--- src/rtl/wme_pkg.sv ---
// ----------------------------------------------------------------------------
// wme_pkg
// Shared constants, types and character helpers of the WSPR message encoder.
// ----------------------------------------------------------------------------
package wme_pkg;

    localparam int SYMBOLS_PER_WORD_DEF = 18;
    localparam int SYM_TOTAL            = 162;
    localparam int ADDR_W               = 8;
    localparam int WORD_BITS            = 36;
    localparam int WORD_SYMS            = WORD_BITS / 2;
    localparam int MSG_BITS             = 50;
    localparam int N_BITS               = 28;
    localparam int M_BITS               = 22;
    localparam int NUM_CHARS            = 6;

    localparam logic [31:0] POLY_A = 32'hF2D0_5351;
    localparam logic [31:0] POLY_B = 32'hE461_3C47;

    // Sync vector, bit r is the sync bit of channel symbol r.
    localparam logic [0:SYM_TOTAL-1] SYNC_SEQ = {
        20'b11000000100011100010,
        20'b01011110000000100101,
        20'b00000010110011010001,
        20'b10100001101010101001,
        20'b00101100011010100010,
        20'b00001001001110110011,
        20'b01000111000001010011,
        20'b00000001101011000110,
        2'b00
    };

    localparam logic [1:0] STATUS_OK        = 2'd0;
    localparam logic [1:0] STATUS_BAD_CALL  = 2'd1;
    localparam logic [1:0] STATUS_BAD_GRID  = 2'd2;
    localparam logic [1:0] STATUS_BAD_POWER = 2'd3;

    localparam logic [7:0] CH_SPACE = 8'h20;
    localparam logic [7:0] CH_SLASH = 8'h2F;
    localparam logic [7:0] CH_0     = 8'h30;
    localparam logic [7:0] CH_9     = 8'h39;
    localparam logic [7:0] CH_UA    = 8'h41;
    localparam logic [7:0] CH_UR    = 8'h52;
    localparam logic [7:0] CH_UZ    = 8'h5A;
    localparam logic [7:0] CH_LA    = 8'h61;
    localparam logic [7:0] CH_LZ    = 8'h7A;
    localparam logic [7:0] CASE_OFS = 8'h20;

    // One write into the symbol store.
    typedef struct packed {
        logic              en;
        logic [ADDR_W-1:0] addr;
        logic [1:0]        data;
    } sym_wr_t;

    // One step of the shared multiply-add unit: acc = acc * mul + add.
    typedef struct packed {
        logic              en;
        logic signed [8:0] mul;
        logic [31:0]       add;
    } mac_op_t;

    function automatic logic is_digit(input logic [7:0] c);
        return (c >= CH_0) && (c <= CH_9);
    endfunction

    function automatic logic is_letter(input logic [7:0] c);
        return ((c >= CH_UA) && (c <= CH_UZ)) || ((c >= CH_LA) && (c <= CH_LZ));
    endfunction

    function automatic logic [7:0] to_upper(input logic [7:0] c);
        return ((c >= CH_LA) && (c <= CH_LZ)) ? c - CASE_OFS : c;
    endfunction

    function automatic logic [5:0] char_value(input logic [7:0] c);
        logic [7:0] d;
        d = 8'd36;
        if (is_digit(c))
            d = c - CH_0;
        else if ((c >= CH_UA) && (c <= CH_UZ))
            d = c - CH_UA + 8'd10;
        return d[5:0];
    endfunction

    function automatic logic power_ok(input logic [5:0] p);
        logic ok;
        case (p)
            6'd0, 6'd3, 6'd7, 6'd10, 6'd13, 6'd17, 6'd20, 6'd23, 6'd27, 6'd30,
            6'd33, 6'd37, 6'd40, 6'd43, 6'd47, 6'd50, 6'd53, 6'd57, 6'd60:
                ok = 1'b1;
            default:
                ok = 1'b0;
        endcase
        return ok;
    endfunction

endpackage

--- src/rtl/wme_mac.sv ---
// ----------------------------------------------------------------------------
// wme_mac
// Shared multiply-add unit used to build the callsign and locator numbers.
// ----------------------------------------------------------------------------
module wme_mac (
    input  logic             clk,
    input  logic             rst_n,
    input  wme_pkg::mac_op_t op,
    output logic [31:0]      acc
);
    import wme_pkg::*;

    logic [31:0] acc_reg;
    logic [31:0] acc_next;
    logic [31:0] mul_ext;

    // Wrapping 32-bit arithmetic, negative factors in two's complement
    assign mul_ext  = {{23{op.mul[8]}}, op.mul};
    assign acc_next = 32'(acc_reg * mul_ext) + op.add;
    assign acc      = acc_reg;

    always_ff @(posedge clk or negedge rst_n)
    begin
        if (!rst_n)
        begin
            acc_reg <= '0;
        end
        else if (op.en)
        begin
            acc_reg <= acc_next;
        end
    end

endmodule

--- src/rtl/wme_symbol_ram.sv ---
// ----------------------------------------------------------------------------
// wme_symbol_ram
// Channel symbol store, one write port and one registered read port.
// ----------------------------------------------------------------------------
module wme_symbol_ram (
    input  logic                       clk,
    input  wme_pkg::sym_wr_t           wr,
    input  logic                       rd_en,
    input  logic [wme_pkg::ADDR_W-1:0] rd_addr,
    output logic [1:0]                 rd_data
);
    import wme_pkg::*;

    logic [1:0] mem [SYM_TOTAL];
    logic [1:0] rd_data_reg;

    always_ff @(posedge clk)
    begin
        if (wr.en)
        begin
            mem[wr.addr] <= wr.data;
        end
    end

    always_ff @(posedge clk)
    begin
        if (rd_en)
        begin
            rd_data_reg <= mem[rd_addr];
        end
    end

    assign rd_data = rd_data_reg;

endmodule

--- src/rtl/wme_interleaver.sv ---
// ----------------------------------------------------------------------------
// wme_interleaver
// K=32 rate 1/2 convolutional coder walking the 256 bit-reversed slots.
// ----------------------------------------------------------------------------
module wme_interleaver (
    input  logic                         clk,
    input  logic                         rst_n,
    input  logic                         start,
    input  logic [wme_pkg::MSG_BITS-1:0] msg,
    output logic                         done,
    output wme_pkg::sym_wr_t             wr
);
    import wme_pkg::*;

    logic                busy_reg;
    logic [7:0]          slot_reg;
    logic                phase_reg;
    logic [31:0]         sr_reg;
    logic [MSG_BITS-1:0] msg_reg;

    logic [7:0]          rev;
    logic                slot_ok;
    logic [31:0]         sr_shift;
    logic                code_bit;

    always_comb
    begin
        for (int b = 0; b < 8; b++)
        begin
            rev[b] = slot_reg[7 - b];
        end
    end

    assign slot_ok  = rev < 8'(SYM_TOTAL);
    // message register drains to zero, which supplies the tail bits
    assign sr_shift = {sr_reg[30:0], msg_reg[MSG_BITS-1]};
    assign code_bit = phase_reg ? ^(sr_reg & POLY_B) : ^(sr_shift & POLY_A);

    assign wr.en   = busy_reg && slot_ok;
    assign wr.addr = rev;
    assign wr.data = {code_bit, SYNC_SEQ[rev]};
    assign done    = busy_reg && (slot_reg == 8'hFF);

    always_ff @(posedge clk or negedge rst_n)
    begin
        if (!rst_n)
        begin
            busy_reg  <= 1'b0;
            slot_reg  <= '0;
            phase_reg <= 1'b0;
            sr_reg    <= '0;
            msg_reg   <= '0;
        end
        else if (start)
        begin
            busy_reg  <= 1'b1;
            slot_reg  <= '0;
            phase_reg <= 1'b0;
            sr_reg    <= '0;
            msg_reg   <= msg;
        end
        else if (busy_reg)
        begin
            if (slot_ok)
            begin
                phase_reg <= ~phase_reg;
                if (!phase_reg)
                begin
                    sr_reg  <= sr_shift;
                    msg_reg <= {msg_reg[MSG_BITS-2:0], 1'b0};
                end
            end
            slot_reg <= slot_reg + 8'd1;
            if (slot_reg == 8'hFF)
            begin
                busy_reg <= 1'b0;
            end
        end
    end

endmodule

--- src/rtl/wspr_message_encoder.sv ---
// ----------------------------------------------------------------------------
// wspr_message_encoder
// WSPR type 1 message check, packing, coding, interleaving and symbol output.
// ----------------------------------------------------------------------------
// Input channel: in_valid/in_ready carry one message (callsign bytes, length,
// grid bytes, power). in_ready is high only while the block is idle.
// Output channel: out_valid/out_ready carry result beats, each with status,
// word_index, symbols_word, symbol_count and last.
// A rejected message gives one beat with the error status, straight from the
// check state. A valid message passes the check, the multiply-add steps in
// the shared unit, the 256-slot walk of the coder (one interleave slot a
// cycle), then per word up to min(SYMBOLS_PER_WORD, 18) symbol store reads
// plus the output wait. The 256-slot interleave walk is the longest step
// when the output does not stall.
// When out_ready is low the current beat holds and the block waits; no
// result is dropped. Reset returns the block to idle with no beat pending;
// the symbol store needs no clearing since every entry is written first.
// ----------------------------------------------------------------------------
module wspr_message_encoder #(
    parameter int SYMBOLS_PER_WORD = wme_pkg::SYMBOLS_PER_WORD_DEF
) (
    input  logic        clk,
    input  logic        rst_n,
    input  logic        in_valid,
    output logic        in_ready,
    input  logic [47:0] callsign_chars,
    input  logic [3:0]  callsign_length,
    input  logic [31:0] grid_chars,
    input  logic [5:0]  tx_power,
    output logic        out_valid,
    input  logic        out_ready,
    output logic [1:0]  status,
    output logic [3:0]  word_index,
    output logic [35:0] symbols_word,
    output logic [4:0]  symbol_count,
    output logic        last
);
    import wme_pkg::*;

    localparam int NUM_WORDS = (SYM_TOTAL + SYMBOLS_PER_WORD - 1) / SYMBOLS_PER_WORD;
    localparam int WCNT_W    = $clog2(NUM_WORDS);
    localparam logic [7:0] SPW8      = 8'(SYMBOLS_PER_WORD);
    localparam logic [7:0] WSYMS8    = 8'(WORD_SYMS);
    localparam logic [3:0] STEP_DONE = 4'd11;

    typedef enum logic [2:0] {
        ST_IDLE,
        ST_CHECK,
        ST_CALC,
        ST_ENCODE,
        ST_READ,
        ST_SEND
    } state_t;

    state_t              state_reg;
    logic [47:0]         cs_reg;
    logic [3:0]          len_reg;
    logic [31:0]         grid_reg;
    logic [5:0]          pwr_reg;
    logic [3:0]          step_reg;
    logic [N_BITS-1:0]   n_reg;
    logic [ADDR_W-1:0]   base_reg;
    logic [WCNT_W-1:0]   w_reg;
    logic [4:0]          k_reg;
    logic [4:0]          pk_reg;
    logic                pend_reg;
    logic [1:0]          status_reg;
    logic [WORD_BITS-1:0] word_reg;
    logic [4:0]          count_reg;
    logic                last_reg;

    logic [7:0]  ch [NUM_CHARS];
    logic [7:0]  g  [4];
    logic [5:0]  pad_val [NUM_CHARS];
    logic        call_ok;
    logic        grid_ok;
    logic [1:0]  chk_status;
    logic        pad_shift;
    logic [7:0]  gu0;
    logic [7:0]  gu1;
    logic [31:0] l1, l2, l3, l4;

    mac_op_t     mac_op;
    logic [31:0] acc;
    logic        enc_start;
    logic        enc_done;
    sym_wr_t     sym_wr;

    logic [7:0]        remain;
    logic [7:0]        word_cnt;
    logic [4:0]        read_cnt;
    logic              rd_en;
    logic [ADDR_W-1:0] rd_addr;
    logic [1:0]        rd_data;
    logic [8:0]        base_sum;

    // ------------------------------------------------------------ checks
    always_comb
    begin
        for (int i = 0; i < NUM_CHARS; i++)
        begin
            ch[i] = cs_reg[8*i +: 8];
        end
        for (int i = 0; i < 4; i++)
        begin
            g[i] = grid_reg[8*i +: 8];
        end
    end

    always_comb
    begin
        call_ok = (len_reg >= 4'd2) && (len_reg <= 4'd6);
        for (int i = 0; i < NUM_CHARS; i++)
        begin
            if ((4'(i) < len_reg) && !is_letter(ch[i]) && !is_digit(ch[i])
                && (ch[i] != CH_SLASH))
            begin
                call_ok = 1'b0;
            end
        end
    end

    assign gu0     = to_upper(g[0]);
    assign gu1     = to_upper(g[1]);
    assign grid_ok = (gu0 >= CH_UA) && (gu0 <= CH_UR) && (gu1 >= CH_UA) && (gu1 <= CH_UR)
                     && is_digit(g[2]) && is_digit(g[3]);

    always_comb
    begin
        if (!call_ok)
            chk_status = STATUS_BAD_CALL;
        else if (!grid_ok)
            chk_status = STATUS_BAD_GRID;
        else if (!power_ok(pwr_reg))
            chk_status = STATUS_BAD_POWER;
        else
            chk_status = STATUS_OK;
    end

    // ------------------------------------------------------------ padding
    // letter then digit: one leading space, so the digit lands in position 2
    assign pad_shift = is_letter(ch[0]) && is_digit(ch[1]);

    always_comb
    begin
        logic [2:0] src;
        logic [7:0] pc;
        for (int i = 0; i < NUM_CHARS; i++)
        begin
            src = 3'(i) - {2'b00, pad_shift};
            if (pad_shift && (i == 0))
                pc = CH_SPACE;
            else if ({1'b0, src} < len_reg)
                pc = to_upper(ch[src]);
            else
                pc = CH_SPACE;
            pad_val[i] = char_value(pc);
        end
    end

    assign l1 = {24'd0, gu0 - CH_UA};
    assign l2 = {24'd0, gu1 - CH_UA};
    assign l3 = {24'd0, g[2] - CH_0};
    assign l4 = {24'd0, g[3] - CH_0};

    // --------------------------------------------- multiply-add sequence
    // steps 0..5 build the callsign number, 6..10 the locator and power
    always_comb
    begin
        mac_op.en  = (state_reg == ST_CALC);
        mac_op.mul = 9'sd0;
        mac_op.add = '0;
        case (step_reg)
            4'd0:
            begin
                mac_op.mul = 9'sd0;
                mac_op.add = {26'd0, pad_val[0]};
            end
            4'd1:
            begin
                mac_op.mul = 9'sd36;
                mac_op.add = {26'd0, pad_val[1]};
            end
            4'd2:
            begin
                mac_op.mul = 9'sd10;
                mac_op.add = {26'd0, pad_val[2]};
            end
            4'd3:
            begin
                mac_op.mul = 9'sd27;
                mac_op.add = {26'd0, pad_val[3]} - 32'd10;
            end
            4'd4:
            begin
                mac_op.mul = 9'sd27;
                mac_op.add = {26'd0, pad_val[4]} - 32'd10;
            end
            4'd5:
            begin
                mac_op.mul = 9'sd27;
                mac_op.add = {26'd0, pad_val[5]} - 32'd10;
            end
            4'd6:
            begin
                mac_op.mul = 9'sd0;
                mac_op.add = l1;
            end
            4'd7:
            begin
                mac_op.mul = -9'sd10;
                mac_op.add = 32'd179 - l3;
            end
            4'd8:
            begin
                mac_op.mul = 9'sd18;
                mac_op.add = l2;
            end
            4'd9:
            begin
                mac_op.mul = 9'sd10;
                mac_op.add = l4;
            end
            4'd10:
            begin
                mac_op.mul = 9'sd128;
                mac_op.add = {26'd0, pwr_reg} + 32'd64;
            end
            default:
            begin
                mac_op.en = 1'b0;
            end
        endcase
    end

    wme_mac u_mac (
        .clk   (clk),
        .rst_n (rst_n),
        .op    (mac_op),
        .acc   (acc)
    );

    assign enc_start = (state_reg == ST_CALC) && (step_reg == STEP_DONE);

    wme_interleaver u_interleaver (
        .clk   (clk),
        .rst_n (rst_n),
        .start (enc_start),
        .msg   ({n_reg, acc[M_BITS-1:0]}),
        .done  (enc_done),
        .wr    (sym_wr)
    );

    // ------------------------------------------------------ word readout
    assign remain   = 8'(SYM_TOTAL) - base_reg;
    assign word_cnt = (remain > SPW8) ? SPW8 : remain;
    // only the first symbols of a word fit the output field
    assign read_cnt = (word_cnt > WSYMS8) ? 5'(WORD_SYMS) : word_cnt[4:0];
    assign rd_en    = (state_reg == ST_READ) && (k_reg < read_cnt);
    assign rd_addr  = base_reg + {3'd0, k_reg};
    assign base_sum = {1'b0, base_reg} + {1'b0, SPW8};

    wme_symbol_ram u_ram (
        .clk     (clk),
        .wr      (sym_wr),
        .rd_en   (rd_en),
        .rd_addr (rd_addr),
        .rd_data (rd_data)
    );

    // ------------------------------------------------------- sequencer
    always_ff @(posedge clk or negedge rst_n)
    begin
        if (!rst_n)
        begin
            state_reg  <= ST_IDLE;
            cs_reg     <= '0;
            len_reg    <= '0;
            grid_reg   <= '0;
            pwr_reg    <= '0;
            step_reg   <= '0;
            n_reg      <= '0;
            base_reg   <= '0;
            w_reg      <= '0;
            k_reg      <= '0;
            pk_reg     <= '0;
            pend_reg   <= 1'b0;
            status_reg <= STATUS_OK;
            word_reg   <= '0;
            count_reg  <= '0;
            last_reg   <= 1'b0;
        end
        else
        begin
            case (state_reg)
                ST_IDLE:
                begin
                    if (in_valid)
                    begin
                        cs_reg    <= callsign_chars;
                        len_reg   <= callsign_length;
                        grid_reg  <= grid_chars;
                        pwr_reg   <= tx_power;
                        state_reg <= ST_CHECK;
                    end
                end
                ST_CHECK:
                begin
                    step_reg <= '0;
                    if (chk_status != STATUS_OK)
                    begin
                        status_reg <= chk_status;
                        word_reg   <= '0;
                        count_reg  <= '0;
                        w_reg      <= '0;
                        last_reg   <= 1'b1;
                        state_reg  <= ST_SEND;
                    end
                    else
                    begin
                        state_reg <= ST_CALC;
                    end
                end
                ST_CALC:
                begin
                    if (step_reg == 4'd6)
                    begin
                        n_reg <= acc[N_BITS-1:0];
                    end
                    if (step_reg == STEP_DONE)
                    begin
                        state_reg <= ST_ENCODE;
                    end
                    else
                    begin
                        step_reg <= step_reg + 4'd1;
                    end
                end
                ST_ENCODE:
                begin
                    if (enc_done)
                    begin
                        status_reg <= STATUS_OK;
                        base_reg   <= '0;
                        w_reg      <= '0;
                        k_reg      <= '0;
                        pk_reg     <= '0;
                        pend_reg   <= 1'b0;
                        word_reg   <= '0;
                        state_reg  <= ST_READ;
                    end
                end
                ST_READ:
                begin
                    pend_reg <= rd_en;
                    if (rd_en)
                    begin
                        k_reg <= k_reg + 5'd1;
                    end
                    // read data comes back through the store's read register, flagged by pend_reg
                    if (pend_reg)
                    begin
                        word_reg[{pk_reg, 1'b0} +: 2] <= rd_data;
                        pk_reg <= pk_reg + 5'd1;
                    end
                    if (!rd_en && !pend_reg)
                    begin
                        count_reg <= word_cnt[4:0];
                        last_reg  <= (w_reg == WCNT_W'(NUM_WORDS - 1));
                        state_reg <= ST_SEND;
                    end
                end
                ST_SEND:
                begin
                    if (out_ready)
                    begin
                        if (last_reg)
                        begin
                            state_reg <= ST_IDLE;
                        end
                        else
                        begin
                            base_reg  <= base_sum[ADDR_W-1:0];
                            w_reg     <= w_reg + WCNT_W'(1);
                            k_reg     <= '0;
                            pk_reg    <= '0;
                            pend_reg  <= 1'b0;
                            word_reg  <= '0;
                            state_reg <= ST_READ;
                        end
                    end
                end
                default:
                begin
                    state_reg <= ST_IDLE;
                end
            endcase
        end
    end

    assign in_ready     = (state_reg == ST_IDLE);
    assign out_valid    = (state_reg == ST_SEND);
    assign status       = status_reg;
    assign word_index   = 4'(w_reg);
    assign symbols_word = word_reg;
    assign symbol_count = count_reg;
    assign last         = last_reg;

endmodule

--- config.mk ---
export PLATFORM = sky130hd
export DESIGN_NAME = wspr_message_encoder
export DESIGN_NICKNAME = d
export VERILOG_FILES = /design/src/rtl/wme_pkg.sv /design/src/rtl/wme_mac.sv /design/src/rtl/wme_symbol_ram.sv /design/src/rtl/wme_interleaver.sv /design/src/rtl/wspr_message_encoder.sv
export SDC_FILE = /design/constraint.sdc
export NUM_CORES = 2
export LEC_CHECK = 0
export CAP_MARGIN = 10
export CORE_ASPECT_RATIO = 1.4
export CORE_UTILIZATION = 60
export CTS_BUF_LIST = sky130_fd_sc_hd__clkbuf_4
export CTS_CLUSTER_DIAMETER = 120
export DETAILED_ROUTE_END_ITERATION = 16
export DONT_BUFFER_PORTS = 1
export PLACE_DENSITY = 0.78
export SYNTH_ARGS = -nofsm -noshare
export SYNTH_HDL_FRONTEND = slang
export SYNTH_SLANG_ARGS = --single-unit
export TNS_END_PERCENT = 30
--- constraint.sdc ---
create_clock -name clk -period 12.65 [get_ports clk]
set_input_delay 0.6325 -clock clk [delete_from_list [all_inputs] [get_ports clk]]
set_output_delay 0.6325 -clock clk [all_outputs]
set_load 0.02 [all_outputs]
==> results.cfg <==
[run_status]
status = completed

[floorplan]
ios = 144
die_area_sq_um = 68200
core_area_sq_um = 66600
floorplan.initialDensity = 0.605
rows = 112
die_w_um = 221
die_h_um = 309

[drt]
firstDrtPassIters = 7
viasPerCell = 6.04
ant_nets = 0
wirelength_um = 99600
drc = 0
num_vias = 28872
wire_per_inst_um = 20.8
drt_iter0_drc = 2573

[yosys]
yosysWarnings = 0
synth-xor-area-share = 0.0299
yosys.area_share.adder = 0.141
yosys_most_used_dff = edfxtp_1
yosysTopAreaCell = edfxtp_1
synth_seq_cells = 637
yosysTopAreaCellShare = 0.243
synth_compound_area_frac = 0.103
synth.area.mux_share = 0.106
synth_top_family_by_area = adder cells
netlist_area_sq_um = 40300
ys_types = 111
async_reset_ff_frac = 0.488
synth_edf_count = 326
avgSynthCellArea_sq_um = 10.8
ys_seq_area_frac = 0.436
netlist_instances = 3727
yosys-top-cells-area = edfxtp_1, dfrtp_1, fa_1
synth_simple_gate_area_frac = 0.132
syn_nets = 4170

[worst_setup_path]
crit_path_start_kind = flip-flop
cp_slowest_stage_delay_ns = 0.67
path_buf_inv = 8
critPathKind = reg -> reg
critPathTopFamily = compound AO/OA/AOI/OAI gates
cp-end-kind = flip-flop
required_ns = 13.60
path_max_fanout = 45
arrival_ns = 11.30
cpMostUsedCell = a21oi_1
slowest_stage = nor4_2

[power_and_ir_drop]
p_int_w = 0.00306
leakage_nw = 18.2
ir_drop_v = 0.000106
pwr-share-seq = 0.552
pwr-share-comb = 0.012
p_sw_w = 0.000862
switching_share = 0.220
power_density_nw_per_um2 = 89.5
pwr-share-clk = 0.436
p_total_w = 0.00392

[sta]
timing.fmax_mhz = 96.6
finalSetupViolations = 0
clock_skew_ns = 0.0882
max_slew.worst_pin.slew_ns = 1.08
fin_hold_ws_ns = 0.124
min_period_ns = 10.35
hold_viol = 0
worst_slack_ns = 2.30
tns_ns = 0
maxSlewHeadroom = 0.279
slew_violations = 0
fin_crit_sh = 0.818
rsz0062_at_grt = false

[clock_network]
ctsLongestPathBuffers = 3
cts_sinks = 637
cts.clk_slew.worst_paths_ns = 0.07
clk-insertion-delay-late_ns = 1.03
cts-root-buf = clkbuf_4
cts_resized = 0
htree_levels = 4
cts_made_buffers = 156
cts_tree = done
holdBufCountCts = 94
cts_setup_buffers = 0

[global_routing]
first_global_vias = 29674
grt_antenna_before_repair = 4
overflow = 0
grt_pass1_wl_um = 158000
grt.total_usage = 0.298
grt_max_degree = 312

[layout]
mostFrequentLayoutCell = nand2_1
fin_nets = 4256
multi_input_area_sq_um = 20600
utilization = 0.658
layout_common_cells = nand2_1, inv_1, edfxtp_1, dfrtp_1, nor2_1
fill_cells = 5020
drive_gt1_frac = 0.139
regArea_sq_um = 17600
largest_reg_flops = 324
area_growth_pct = 8.77

[placement]
post-place-ws_ns = 2.50
io_buffer_count = 0
dp_hpwl_um = 68600
gp_congestion = 0.965

[hold_path]
hp-class = in -> reg

[flow_run]
max_cap_violations = 0
-- path summary, 6_finish.rpt --
kind / end / start / slack (ns) / cells after the start
max reg2reg: u_mac.acc[27]$_DFFE_PN0P_ / cs_reg[4]$_DFFE_PN0P_ / 2.30 / 38
min in group asynchronous: grid_reg[30]$_DFFE_PN0P_ / rst_n / 0.16 / 2
max: u_mac.acc[27]$_DFFE_PN0P_ / cs_reg[4]$_DFFE_PN0P_ / 2.30 / 38
min: base_reg[7]$_DFFE_PN0P_ / out_ready / 0.12 / 3
max in group asynchronous: u_interleaver.msg_reg[42]$_DFFE_PN0P_ / rst_n / 10.79 / 4
min reg2reg: u_interleaver.msg_reg[34]$_DFFE_PN0P_ / n_reg[12]$_DFFE_PN0P_ / 0.47 / 2
-- worst register-to-register path, delay by kind of cell (launching register included) --
family	cells	cell delay (ns)
fa+ha+maj	6	2.25
xor+xnor	1	0.33
buf+inv	8	1.80
compound gates	15	2.85
flops	1	0.48
simple gates	8	2.57
-- power groups by stage --
stage               clock (W)  sequential [W]  combinational (W)
global placement            0         0.00221        0.000000316
floorplan                   0         0.00221        0.000000315
finish                0.00171         0.00216          0.0000484
CTS                   0.00175         0.00216          0.0000466
global route          0.00184         0.00216          0.0000532
detailed placement          0         0.00221        0.000000316
-- cells by family (layout without fill, tap and decap cells) --
group / Yosys count / in the layout
AOI/OAI and AO/OA: 630 / 630
adders and majority gates: 349 / 349
and+or+nand+nor: 1144 / 1144
buffers and inverters: 548 / 744
other: 0 / 2
DFF: 637 / 637
muxes: 283 / 283
xor gates and xnor gates: 136 / 136
-- cell type report --
cell class	instances	share of cell area
multi-input cells	2542	0.471
flip-flops and latches	637	0.401
clock buffers	230	0.0394
inverters	352	0.0303
repair buffers	124	0.0279
well taps	855	0.0244
clock inverters	38	0.00543
diodes	2	0.000114
-- synthesized netlist by cell type, types with 20 or more instances --
| library cell | instances |
|---|---|
| nand2_1 | 442 |
| inv_1 | 350 |
| edfxtp_1 | 326 |
| dfrtp_1 | 311 |
| nor2_1 | 290 |
| o21ai_0 | 187 |
| fa_1 | 175 |
| ha_1 | 174 |
| clkbuf_1 | 160 |
| a21oi_1 | 152 |
| and2_1 | 144 |
| mux2_2 | 106 |
| mux4_2 | 102 |
| xnor2_1 | 86 |
| mux2i_1 | 73 |
| nand3_1 | 50 |
| nor3_1 | 50 |
| xor2_1 | 49 |
| nand2b_1 | 46 |
| a22o_1 | 26 |
| nor2b_1 | 26 |
| o211ai_1 | 24 |
| a211oi_1 | 23 |
| a21o_1 | 20 |
| o21ai_1 | 20 |
-- stage by stage --
step | cell area [sq um] | cells
detailed placement | 40800 | 4414
global route | 43800 | 4779
CTS | 43700 | 4776
global placement | 40800 | 4414
floorplan | 40300 | 3727
finish | 43800 | 4780
-- layer usage --
metal,share of wire,global-route usage
met1,0.37,0.343
met2,0.51,0.521
met3,0.063,0.0544
met4,0.058,0.181
met5,0.00037,0
(Power assumes the default switching activity.)
